[src/design/yrab_pkg.sv]
// shared types and constants for the register, alu and branch unit
package yrab_pkg;

    localparam int WORD_W    = 32;
    localparam int REG_IDX_W = 3;
    localparam int REG_COUNT = 8;
    localparam int FUNC_W    = 4;
    localparam int IN_W      = 80;
    localparam int OUT_W     = 72;

    typedef enum logic [1:0] {
        ACT_MOVE = 2'd0,
        ACT_LOAD = 2'd1,
        ACT_ALU  = 2'd2,
        ACT_JUMP = 2'd3
    } action_t;

    typedef enum logic [FUNC_W-1:0] {
        ALU_ADD = 4'd0,
        ALU_SUB = 4'd1,
        ALU_AND = 4'd2,
        ALU_XOR = 4'd3,
        ALU_MUL = 4'd4,
        ALU_CMP = 4'd5
    } alu_func_t;

    typedef enum logic [FUNC_W-1:0] {
        JMP_ALWAYS = 4'd0,
        JMP_LE     = 4'd1,
        JMP_LT     = 4'd2,
        JMP_EQ     = 4'd3,
        JMP_NE     = 4'd4,
        JMP_GE     = 4'd5,
        JMP_GT     = 4'd6
    } jump_func_t;

    typedef struct packed {
        logic zf;
        logic sf;
        logic of;
    } flags_t;

    typedef struct packed {
        logic [WORD_W-1:0] written;
        logic [WORD_W-1:0] npc;
        logic              taken;
        flags_t            flags;
        logic              bad;
        logic              reg_we;
    } exec_res_t;

endpackage

[src/design/yrab_ram.sv]
// generic single write port, single read port ram with registered read
module yrab_ram #(
    parameter int WIDTH = 32,
    parameter int DEPTH = 8
) (
    input  logic                     clk,
    input  logic                     we,
    input  logic [$clog2(DEPTH)-1:0] waddr,
    input  logic [WIDTH-1:0]         wdata,
    input  logic                     re,
    input  logic [$clog2(DEPTH)-1:0] raddr,
    output logic [WIDTH-1:0]         rdata
);

    logic [WIDTH-1:0] mem [DEPTH];
    logic [WIDTH-1:0] rdata_reg;

    always_ff @(posedge clk)
    begin
        if (we)
        begin
            mem[waddr] <= wdata;
        end
        if (re)
        begin
            rdata_reg <= mem[raddr];
        end
    end

    assign rdata = rdata_reg;

endmodule

[src/design/yrab_exec.sv]
// execute logic: alu, flag update, jump condition and status
module yrab_exec
    import yrab_pkg::*;
(
    input  action_t           action,
    input  logic [FUNC_W-1:0] func,
    input  logic [WORD_W-1:0] a,
    input  logic [WORD_W-1:0] b,
    input  logic [WORD_W-1:0] immediate,
    input  logic [WORD_W-1:0] fall_through_pc,
    input  flags_t            flags_in,
    output exec_res_t         res
);

    logic signed [2*WORD_W-1:0] prod;
    logic [WORD_W-1:0]          r;
    logic                       of_new;
    logic                       alu_bad;
    logic                       take;

    always_comb
    begin
        prod    = $signed(a) * $signed(b);
        r       = '0;
        of_new  = 1'b0;
        alu_bad = 1'b0;
        unique case (func)
            ALU_ADD:
            begin
                r      = b + a;
                of_new = ~(a[WORD_W-1] ^ b[WORD_W-1]) & (r[WORD_W-1] ^ b[WORD_W-1]);
            end
            ALU_SUB, ALU_CMP:
            begin
                r      = b - a;
                of_new = (a[WORD_W-1] ^ b[WORD_W-1]) & (r[WORD_W-1] ^ b[WORD_W-1]);
            end
            ALU_AND: r = b & a;
            ALU_XOR: r = b ^ a;
            ALU_MUL:
            begin
                r      = prod[WORD_W-1:0];
                of_new = ~((&prod[2*WORD_W-1:WORD_W-1]) | ~(|prod[2*WORD_W-1:WORD_W-1]));
            end
            default: alu_bad = 1'b1;
        endcase
    end

    always_comb
    begin
        take = 1'b0;
        unique case (func)
            JMP_ALWAYS: take = 1'b1;
            JMP_LE:     take = (flags_in.sf ^ flags_in.of) | flags_in.zf;
            JMP_LT:     take = flags_in.sf ^ flags_in.of;
            JMP_EQ:     take = flags_in.zf;
            JMP_NE:     take = ~flags_in.zf;
            JMP_GE:     take = ~(flags_in.sf ^ flags_in.of);
            JMP_GT:     take = ~(flags_in.sf ^ flags_in.of) & ~flags_in.zf;
            default:    take = 1'b0;
        endcase
    end

    always_comb
    begin
        res.written = '0;
        res.npc     = fall_through_pc;
        res.taken   = 1'b0;
        res.flags   = flags_in;
        res.bad     = 1'b0;
        res.reg_we  = 1'b0;
        unique case (action)
            ACT_MOVE:
            begin
                res.written = a;
                res.reg_we  = 1'b1;
            end
            ACT_LOAD:
            begin
                res.written = immediate;
                res.reg_we  = 1'b1;
            end
            ACT_ALU:
            begin
                res.bad = alu_bad;
                if (!alu_bad)
                begin
                    res.written  = r;
                    res.flags.zf = (r == '0);
                    res.flags.sf = r[WORD_W-1];
                    res.flags.of = of_new;
                    res.reg_we   = (func != ALU_CMP);
                end
            end
            ACT_JUMP:
            begin
                res.bad   = (func > JMP_GT);
                res.taken = take;
                if (take)
                begin
                    res.npc = immediate;
                end
            end
            default: res.bad = 1'b0;
        endcase
    end

endmodule

[src/design/y86_register_alu_branch_unit.sv]
// top level: register file rams, forwarding, execute stage and output register
//
// channel  dir  fields (lowest bit first)
// s_*      in   action, func, reg_a, reg_b, immediate, fall_through_pc
// m_*      out  written_value, next_pc, jump_taken, zero_flag, sign_flag,
//               overflow_flag, status_code
//
// one word per cycle if unstalled; execute regs then the output register hold the result
// stage 0 issues both register reads into the rams, stage 1 executes and writes back
// a write is forwarded to the word read in the same cycle; flags live in flops
// reset clears the valid bits so unwritten registers read as zero
// a stalled output holds the execute stage and the input
module y86_register_alu_branch_unit
    import yrab_pkg::*;
#(
    parameter int NUM_REGISTERS = REG_COUNT
) (
    input  logic             clk,
    input  logic             rst_n,
    input  logic             s_tvalid,
    output logic             s_tready,
    // action, func, reg_a, reg_b, immediate, fall_through_pc, zero fill
    input  logic [IN_W-1:0]  s_tdata,
    output logic             m_tvalid,
    input  logic             m_tready,
    // written_value, next_pc, jump_taken, zero_flag, sign_flag, overflow_flag,
    // status_code, zero fill
    output logic [OUT_W-1:0] m_tdata
);

    localparam int AW = $clog2(NUM_REGISTERS);

    logic                 s_fire;
    logic                 x_fire;
    logic                 x_valid_reg;
    action_t              x_action_reg;
    logic [FUNC_W-1:0]    x_func_reg;
    logic [AW-1:0]        x_ra_reg;
    logic [AW-1:0]        x_rb_reg;
    logic [WORD_W-1:0]    x_imm_reg;
    logic [WORD_W-1:0]    x_fall_reg;

    logic [AW-1:0]        in_ra;
    logic [AW-1:0]        in_rb;
    logic [WORD_W-1:0]    ram_a;
    logic [WORD_W-1:0]    ram_b;
    logic [WORD_W-1:0]    op_a;
    logic [WORD_W-1:0]    op_b;

    logic [NUM_REGISTERS-1:0] vld_reg;
    logic                 fwd_valid_reg;
    logic [AW-1:0]        fwd_addr_reg;
    logic [WORD_W-1:0]    fwd_data_reg;
    flags_t               flags_reg;

    exec_res_t            res;
    logic                 wr_en;

    logic                 out_valid_reg;
    exec_res_t            out_reg;

    assign in_ra = s_tdata[6+AW-1:6];
    assign in_rb = s_tdata[9+AW-1:9];

    assign x_fire   = x_valid_reg && (!out_valid_reg || m_tready);
    assign s_tready = !x_valid_reg || x_fire;
    assign s_fire   = s_tvalid && s_tready;
    assign wr_en    = x_fire && res.reg_we;

    yrab_ram #(.WIDTH(WORD_W), .DEPTH(NUM_REGISTERS)) u_ram_a (
        .clk   (clk),
        .we    (wr_en),
        .waddr (x_rb_reg),
        .wdata (res.written),
        .re    (s_fire),
        .raddr (in_ra),
        .rdata (ram_a)
    );

    yrab_ram #(.WIDTH(WORD_W), .DEPTH(NUM_REGISTERS)) u_ram_b (
        .clk   (clk),
        .we    (wr_en),
        .waddr (x_rb_reg),
        .wdata (res.written),
        .re    (s_fire),
        .raddr (in_rb),
        .rdata (ram_b)
    );

    // operand select: forwarded write, then ram, then reset value
    always_comb
    begin
        priority if (fwd_valid_reg && fwd_addr_reg == x_ra_reg)
            op_a = fwd_data_reg;
        else if (vld_reg[x_ra_reg])
            op_a = ram_a;
        else
            op_a = '0;
        priority if (fwd_valid_reg && fwd_addr_reg == x_rb_reg)
            op_b = fwd_data_reg;
        else if (vld_reg[x_rb_reg])
            op_b = ram_b;
        else
            op_b = '0;
    end

    yrab_exec u_exec (
        .action          (x_action_reg),
        .func            (x_func_reg),
        .a               (op_a),
        .b               (op_b),
        .immediate       (x_imm_reg),
        .fall_through_pc (x_fall_reg),
        .flags_in        (flags_reg),
        .res             (res)
    );

    always_ff @(posedge clk or negedge rst_n)
    begin
        if (!rst_n)
        begin
            x_valid_reg   <= 1'b0;
            out_valid_reg <= 1'b0;
            vld_reg       <= '0;
            fwd_valid_reg <= 1'b0;
            flags_reg     <= '0;
        end
        else
        begin
            if (s_tready)
            begin
                x_valid_reg <= s_tvalid;
            end
            if (x_fire)
            begin
                out_valid_reg <= 1'b1;
                flags_reg     <= res.flags;
                fwd_valid_reg <= res.reg_we;
            end
            else if (m_tready)
            begin
                out_valid_reg <= 1'b0;
            end
            if (wr_en)
            begin
                vld_reg[x_rb_reg] <= 1'b1;
            end
        end
    end

    always_ff @(posedge clk)
    begin
        if (s_fire)
        begin
            x_action_reg <= action_t'(s_tdata[1:0]);
            x_func_reg   <= s_tdata[5:2];
            x_ra_reg     <= in_ra;
            x_rb_reg     <= in_rb;
            x_imm_reg    <= s_tdata[43:12];
            x_fall_reg   <= s_tdata[75:44];
        end
        if (x_fire)
        begin
            out_reg <= res;
        end
        if (wr_en)
        begin
            fwd_addr_reg <= x_rb_reg;
            fwd_data_reg <= res.written;
        end
    end

    assign m_tvalid = out_valid_reg;
    assign m_tdata  = {3'b000, out_reg.bad, out_reg.flags.of, out_reg.flags.sf,
                       out_reg.flags.zf, out_reg.taken, out_reg.npc, out_reg.written};

endmodule
[config.mk]
export PLATFORM = sky130hd
export DESIGN_NAME = y86_register_alu_branch_unit
export DESIGN_NICKNAME = d
export VERILOG_FILES = /design/src/design/yrab_pkg.sv /design/src/design/yrab_ram.sv /design/src/design/yrab_exec.sv /design/src/design/y86_register_alu_branch_unit.sv
export SDC_FILE = /design/constraint.sdc
export NUM_CORES = 2
export LEC_CHECK = 0
export BUFFER_PORTS_ARGS = -buffer_cell sky130_fd_sc_hd__buf_4
export CORE_MARGIN = 3
export CORE_UTILIZATION = 60
export DETAILED_ROUTE_END_ITERATION = 12
export PLACE_DENSITY_LB_ADDON = 0.12
export SYNTH_ARGS = -nofsm -noshare
export SYNTH_HDL_FRONTEND = slang
export SYNTH_SLANG_ARGS = --single-unit
export TNS_END_PERCENT = 1
[constraint.sdc]
create_clock -name clk -period 20.3 [get_ports clk]
set_clock_uncertainty 0.15 [all_clocks]
set_input_delay 3.045 -clock clk [delete_from_list [all_inputs] [get_ports clk]]
set_output_delay 3.045 -clock clk [all_outputs]
set_load 0.02 [all_outputs]
# Yosys cells after proc, flatten, opt, wreduce, memory -nomap -nowiden
# Memory sizes are Yosys's and may differ from the RTL's. A register that Yosys moved wholly into a read port is not among the register bits.
# Index checks and enable logic that the tools add are counted.
# totals
ram_bits,512
elab_cells,106
n_memories,2
ff_bits,194
out_inout_bits,74
in_bits,84
# op_classes
eq_ne,12
muxes,27
bitwise_logic,17
n_mul,1
magnitude_cmp,4
n_reduce_logical,19
add_sub_neg,2
# memory_table
name,words,word_bits,rd,rd_ports_with_merged_regs,write_ports,line_no,source
u_ram_a.mem,8,32,1,1,1,yrab_ram.sv:15,logic [WIDTH-1:0] mem [DEPTH];
u_ram_b.mem,8,32,1,1,1,yrab_ram.sv:15,
# ops
op,n
32-bit two-way mux,6
32-bit one-hot mux with 5 select lines,1
32-bit one-hot mux with 3 select lines,1
32-bit by 32-bit multiplier with 64-bit output,1
33-bit two-way mux,1
33-bit AND reduction,1
33-bit OR reduction,1
32-bit adder,1
32-bit AND,1
32-bit logical NOT,1
32-bit subtractor,1
32-bit bitwise XOR,1
4-bit by 3-bit equality test with 1-bit output (second input constant),3
1-bit two-way mux,9
4-bit by 2-bit equality test with 1-bit output (second input constant),2
3-bit by 4-bit < comparator with 1-bit output (second input constant),2
8-bit OR,1
1-bit one-hot mux with 7 select lines,1
1-bit binary-select mux with 3-bit select,2
3-bit equality test,2
1-bit logical AND,6
3-bit two-way mux,2
6-bit OR reduction,1
1-bit NOT,5
18 further kinds,29

# Depth between registers and ports, before layout
# logic_depth
ltp_word,12
mapped_depth,39
mapped_depth_nobuf,35

# Hierarchy
# From an unflattened synthesis, not the netlist that was laid out.
# unflattened
hier_cells,5747
area_unflattened_um2,69466.6
# by_module_without_submodules
mod,cells_each,n_inst,area_each_um2,seq_area_each_um2
yrab_exec,4589,1,41046.9,0.0
yrab_ram,415,2,10786.6,8648.3
y86_register_alu_branch_unit,328,1,6846.6,5755.5

# Worst setup path before layout
# OpenSTA, ideal clock, no wires.
# synth_path
kind,register to register
from,reg x_ra_reg[0]
to,reg flags_reg[0] (netlist name)
synth_period_minus_slack_ps,10859
t_arrival_ps,10584
path_stages_with_launch,35
t_required_ps,20025
slack_ps,9441
setup_ps,125
path_buffers,5
path_cell_list,edfxtp_1 -> mux4_2 -> mux2_2 -> nor2b_1 -> clkbuf_1 -> clkbuf_1 -> a22o_1 -> clkbuf_1 -> buf_1 -> ha_1 -> fa_1 -> inv_1 -> fa_1 -> fa_1 -> fa_1 -> inv_1 -> fa_1 -> fa_1 -> fa_1 -> fa_1 -> ha_1 -> clkbuf_1 -> a211oi_1 -> o21bai_1 -> a2111oi_0 -> a211oi_2 -> a221o_1 -> mux2i_1 -> or4b_1 -> nor4bb_1 -> or4b_1 -> nor4_1 -> a211oi_1 -> a311o_1 -> a32o_1
# synth_via
elab_chain_cells,12
elab_cells_between_ends,23
classes_between,add/sub: 2; mul: 1; eq/ne: 1; mux: 7; bitwise: 9; reduce/logical: 3
# synth_rtl
element,line_no,source
start: declaration,y86_register_alu_branch_unit.sv:38,logic [AW-1:0] x_ra_reg;
start signal: assignment,y86_register_alu_branch_unit.sv:157,x_ra_reg <= in_ra;
1-bit binary-select mux with 3-bit select,y86_register_alu_branch_unit.sv:95,else if (vld_reg[x_ra_reg])
1-bit two-way mux (not written as such),y86_register_alu_branch_unit.sv:95,
32-bit two-way mux,y86_register_alu_branch_unit.sv:95,
32-bit two-way mux *,y86_register_alu_branch_unit.sv:93,priority if (fwd_valid_reg && fwd_addr_reg == x_ra_reg)
32-bit by 32-bit multiplier with 64-bit output,yrab_exec.sv:23,prod = $signed(a) * $signed(b);
33-bit OR reduction,yrab_exec.sv:43,of_new = ~((&prod[2*WORD_W-1:WORD_W-1]) | ~(|prod[2*WORD_W-1:WORD_W-1]));
1-bit NOT,yrab_exec.sv:43,
1-bit OR,yrab_exec.sv:43,
1-bit NOT,yrab_exec.sv:43,
1-bit one-hot mux with 3 select lines *,yrab_exec.sv:27,unique case (func)
3-bit two-way mux *,yrab_exec.sv:86,if (!alu_bad)
3-bit two-way mux *,yrab_exec.sv:72,unique case (action)
end signal: assignment,y86_register_alu_branch_unit.sv:137,flags_reg <= res.flags;
end: declaration,y86_register_alu_branch_unit.sv:54,flags_t flags_reg;
# Every way passes the cells marked *; elsewhere a longest branch is shown, timed or not. The select of a mux whose other input is x is not followed.
# A chain may end at the register's enable or synchronous reset.

# Worst setup path after layout
# layout_path
from,reg x_rb_reg[0]
to,reg flags_reg[0] (netlist name)
# layout_via
elab_chain_cells,12
elab_cells_between_ends,23
classes_between,add/sub: 2; mul: 1; eq/ne: 1; mux: 7; bitwise: 9; reduce/logical: 3
# layout_rtl
element,line_no,source
start: declaration,y86_register_alu_branch_unit.sv:39,logic [AW-1:0] x_rb_reg;
start signal: assignment,y86_register_alu_branch_unit.sv:158,x_rb_reg <= in_rb;
1-bit binary-select mux with 3-bit select,y86_register_alu_branch_unit.sv:101,else if (vld_reg[x_rb_reg])
1-bit two-way mux (not written as such),y86_register_alu_branch_unit.sv:101,
32-bit two-way mux,y86_register_alu_branch_unit.sv:101,
32-bit two-way mux *,y86_register_alu_branch_unit.sv:99,priority if (fwd_valid_reg && fwd_addr_reg == x_rb_reg)
32-bit by 32-bit multiplier with 64-bit output,yrab_exec.sv:23,
33-bit OR reduction,yrab_exec.sv:43,
1-bit NOT,yrab_exec.sv:43,
1-bit OR,yrab_exec.sv:43,
1-bit NOT,yrab_exec.sv:43,
1-bit one-hot mux with 3 select lines *,yrab_exec.sv:27,
3-bit two-way mux *,yrab_exec.sv:86,
3-bit two-way mux *,yrab_exec.sv:72,
# Marks and branches as above.

==> flow_metrics.py <==
metrics = {
    "clock_tree": {
        "clk_pin_slew_ns": 0.07,
        "htreeDepth": 2,
        "insertion_delay_ns": 0.59,
        "hold_buffers": 0,
        "cts_tree": "built",
        "cts_sinks": 514,
        "root_buffer": "clkbuf_16",
        "postCtsSetupBuffers": 0,
        "cts_buffers": 44,
        "clockBufferDepth": 3,
        "post_cts_resized": 0,
    },
    "worst_setup_path": {
        "cp.required_ns": 20.62,
        "reg2reg_setup_slack_ns": 6.73,
        "critPathMaxStageDelay_ns": 0.63,
        "startpoint_type": "register",
        "end_kind": "register",
        "arrival_ns": 13.89,
        "crit_path_frequent_cell": "fa_1",
        "reg2regPathDepth": 33,
        "slowest_stage": "a21oi_1",
        "criticalPathCategory": "register to register",
        "worstReg2RegStart": "x_rb_reg[0]",
        "path_max_fanout": 33,
        "timing.rr.end": "flags_reg[0]",
    },
    "synthesis": {
        "yosys-top-cells-count": "fa_1, inv_1, nand2_1, nor2_1, edfxtp_1",
        "seq_area_frac_synth": 0.2512,
        "yosys.area.top_type": "fa_1",
        "synth_async_sr_flop_share": 0.02724,
        "synth.most_common_cell": "fa_1",
        "ys_warn_count": 0,
        "syn_area_um2": 61170,
        "synth-seq-cells": 514,
        "dominantRegCellSynth": "edfxtp_1",
        "synth_edf_count": 500,
        "synthCells": 5675,
        "synth.avg_cell_area_um2": 10.78,
        "synth.area.top_cells": "fa_1, edfxtp_1, ha_1",
        "synth.distinct_cells": 93,
        "synth.top_cell.area_share": 0.3547,
    },
    "detailed_routing": {
        "firstDrtPassIters": 6,
        "drtIter0Drc": 4920,
        "drt_wl_total_mm": 202.5,
        "num_vias": 45580,
        "wl_per_cell_um": 28.55,
        "via_per_inst": 6.426,
        "ant_nets": 0,
        "drc": 0,
    },
    "place": {
        "port_buffers": 150,
        "gp_congestion": 1.013,
        "dp.final_hpwl_mm": 155.5,
        "dp.cells": 7016,
    },
    "floorplan": {
        "chipHeight_um": 325.3,
        "boundaryPins": 158,
        "dieWidth_um": 325.3,
        "rows": 116,
        "core_area_um2": 100600,
        "start_util": 0.6082,
        "design.die.area_um2": 105800,
    },
    "layout": {
        "area_growth_pct": 7.196,
        "drive_gt1_frac": 0.1184,
        "fill_cells": 8004,
        "largest_reg_flops": 224,
        "diodes": 0,
        "fin_nets": 7121,
        "fin_cells": 7093,
        "regMostFlops": "u_ram_b.mem",
    },
    "worst_hold_path": {
        "holdPathStages": 1,
        "whs_endpoint": "m_tvalid",
        "hp-start": "x_valid_reg",
        "min_path_type": "register to register",
    },
    "grt": {
        "grt_antenna_before_repair": 3,
        "grt_max_degree": 79,
        "grt_use_total": 0.3924,
        "grt_overflow": 0,
        "grt_pass1_vias": 48430,
        "grt_pass1_wl_mm": 307.9,
    },
    "timing": {
        "worst_slew_pin_slew_ns": 1.379,
        "drv_slew": 0,
        "fin_crit_ns": 13.57,
        "finalHoldViolCount": 0,
        "fmax_mhz": 73.70,
        "slew_headroom": 0.07082,
        "fin_crit_sh": 0.6684,
        "whs_ns": 0.3587,
        "rsz0062_at_grt": "false",
        "setup_viol": 0,
        "tns_ns": 0,
    },
    "run_status": {
        "status": "finished clean",
    },
    "flow_run": {
        "cap_violations": 0,
    },
}
per-layer routing:
| metal | vias to the layer above | global-route usage | routed length (um) |
|---|---|---|---|
| met4 | 4 | 0.1725 | 11590 |
| met3 | 578 | 0.08440 | 22150 |
| li1 | 18750 | - | - |
| met2 | 2756 | 0.6216 | 93030 |
| met1 | 23490 | 0.5282 | 75720 |
| met5 | - | 0 | 23 |
worst max-delay path: cells and delay by family (launching register included):
kind	cells	cell delay (ns)
buf+inv	6	1.81
xor+xnor	1	0.21
simple gates	6	1.88
mux	1	0.15
fa+ha+maj	10	5.01
flops	1	0.56
compound gates	9	3.60
through the flow:
stage	cell area, um2	utilization	setup slack [ns]
after CTS	65570	0.6520	6.783
after global placement	64090	0.6372	6.960
final	65570	0.6520	6.731
after floorplan	61180	-	9.441
after global routing	65570	0.6520	6.283
after detailed placement	64090	0.6372	6.811
kinds of logic (layout without fill, tap and decap cells):
logic type | Yosys count | count (layout) | synth area share
DFF | 514 | 514 | 0.2512
buffers and inverters | 1155 | 1214 | 0.07122
other | 1 | 3 | 0.00006130
and+or+nand+nor | 1608 | 1608 | 0.1112
muxes | 263 | 263 | 0.07192
xor gates and xnor gates | 68 | 68 | 0.009859
AOI/OAI and AO/OA | 734 | 734 | 0.07907
adders and majority gates | 1332 | 1332 | 0.4055
layout by cell type (no fill, tap or decap), types with 14 or more instances in the layout:
cell type / instances
mux4_2: 131
nand3_1: 38
buf_4: 308
o21bai_1: 20
mux2i_1: 30
nor2b_1: 17
a22oi_1: 32
and2_1: 17
xor2_1: 21
a31oi_1: 20
nand4_1: 34
nor3_1: 41
nand2b_1: 18
fa_1: 1084
mux2_2: 102
o211ai_1: 19
o21a_1: 20
edfxtp_1: 500
nand2_1: 719
clkbuf_16: 44
a21oi_1: 203
a22o_1: 26
o21ai_0: 140
nor4_1: 29
clkinv_1: 23
and3_1: 15
o22ai_1: 35
a21o_1: 38
nor2_1: 585
xnor2_1: 46
or3_1: 16
inv_1: 807
dfrtp_1: 14
ha_1: 248
a211oi_1: 24
worst max-delay path by stage:
stage | cells after the start | from | to
floorplan | 34 | x_ra_reg[0] | flags_reg[0]
global placement | 36 | x_rb_reg[0] | flags_reg[0]
detailed placement | 36 | x_rb_reg[0] | flags_reg[0]
CTS | 36 | x_rb_reg[0] | flags_reg[0]
global route | 36 | x_rb_reg[0] | flags_reg[0]
finish | 33 | x_rb_reg[0] | flags_reg[0]
final cells by class:
class / instances / area [um2] / share of cell area
Clock inverter: 28 / 365.4 / 0.005572
Multi-Input combinational cell: 4008 / 41600 / 0.6344
Sequential cell: 514 / 15360 / 0.2343
Inverter: 829 / 3113 / 0.04747
Timing Repair Buffer: 308 / 2312 / 0.03526
Clock buffer: 49 / 1120 / 0.01708
Tap cell: 1357 / 1698 / 0.02589
Power is not shown: default switching activity piles up to over one toggle a cycle in this logic, so the estimate is an artifact.
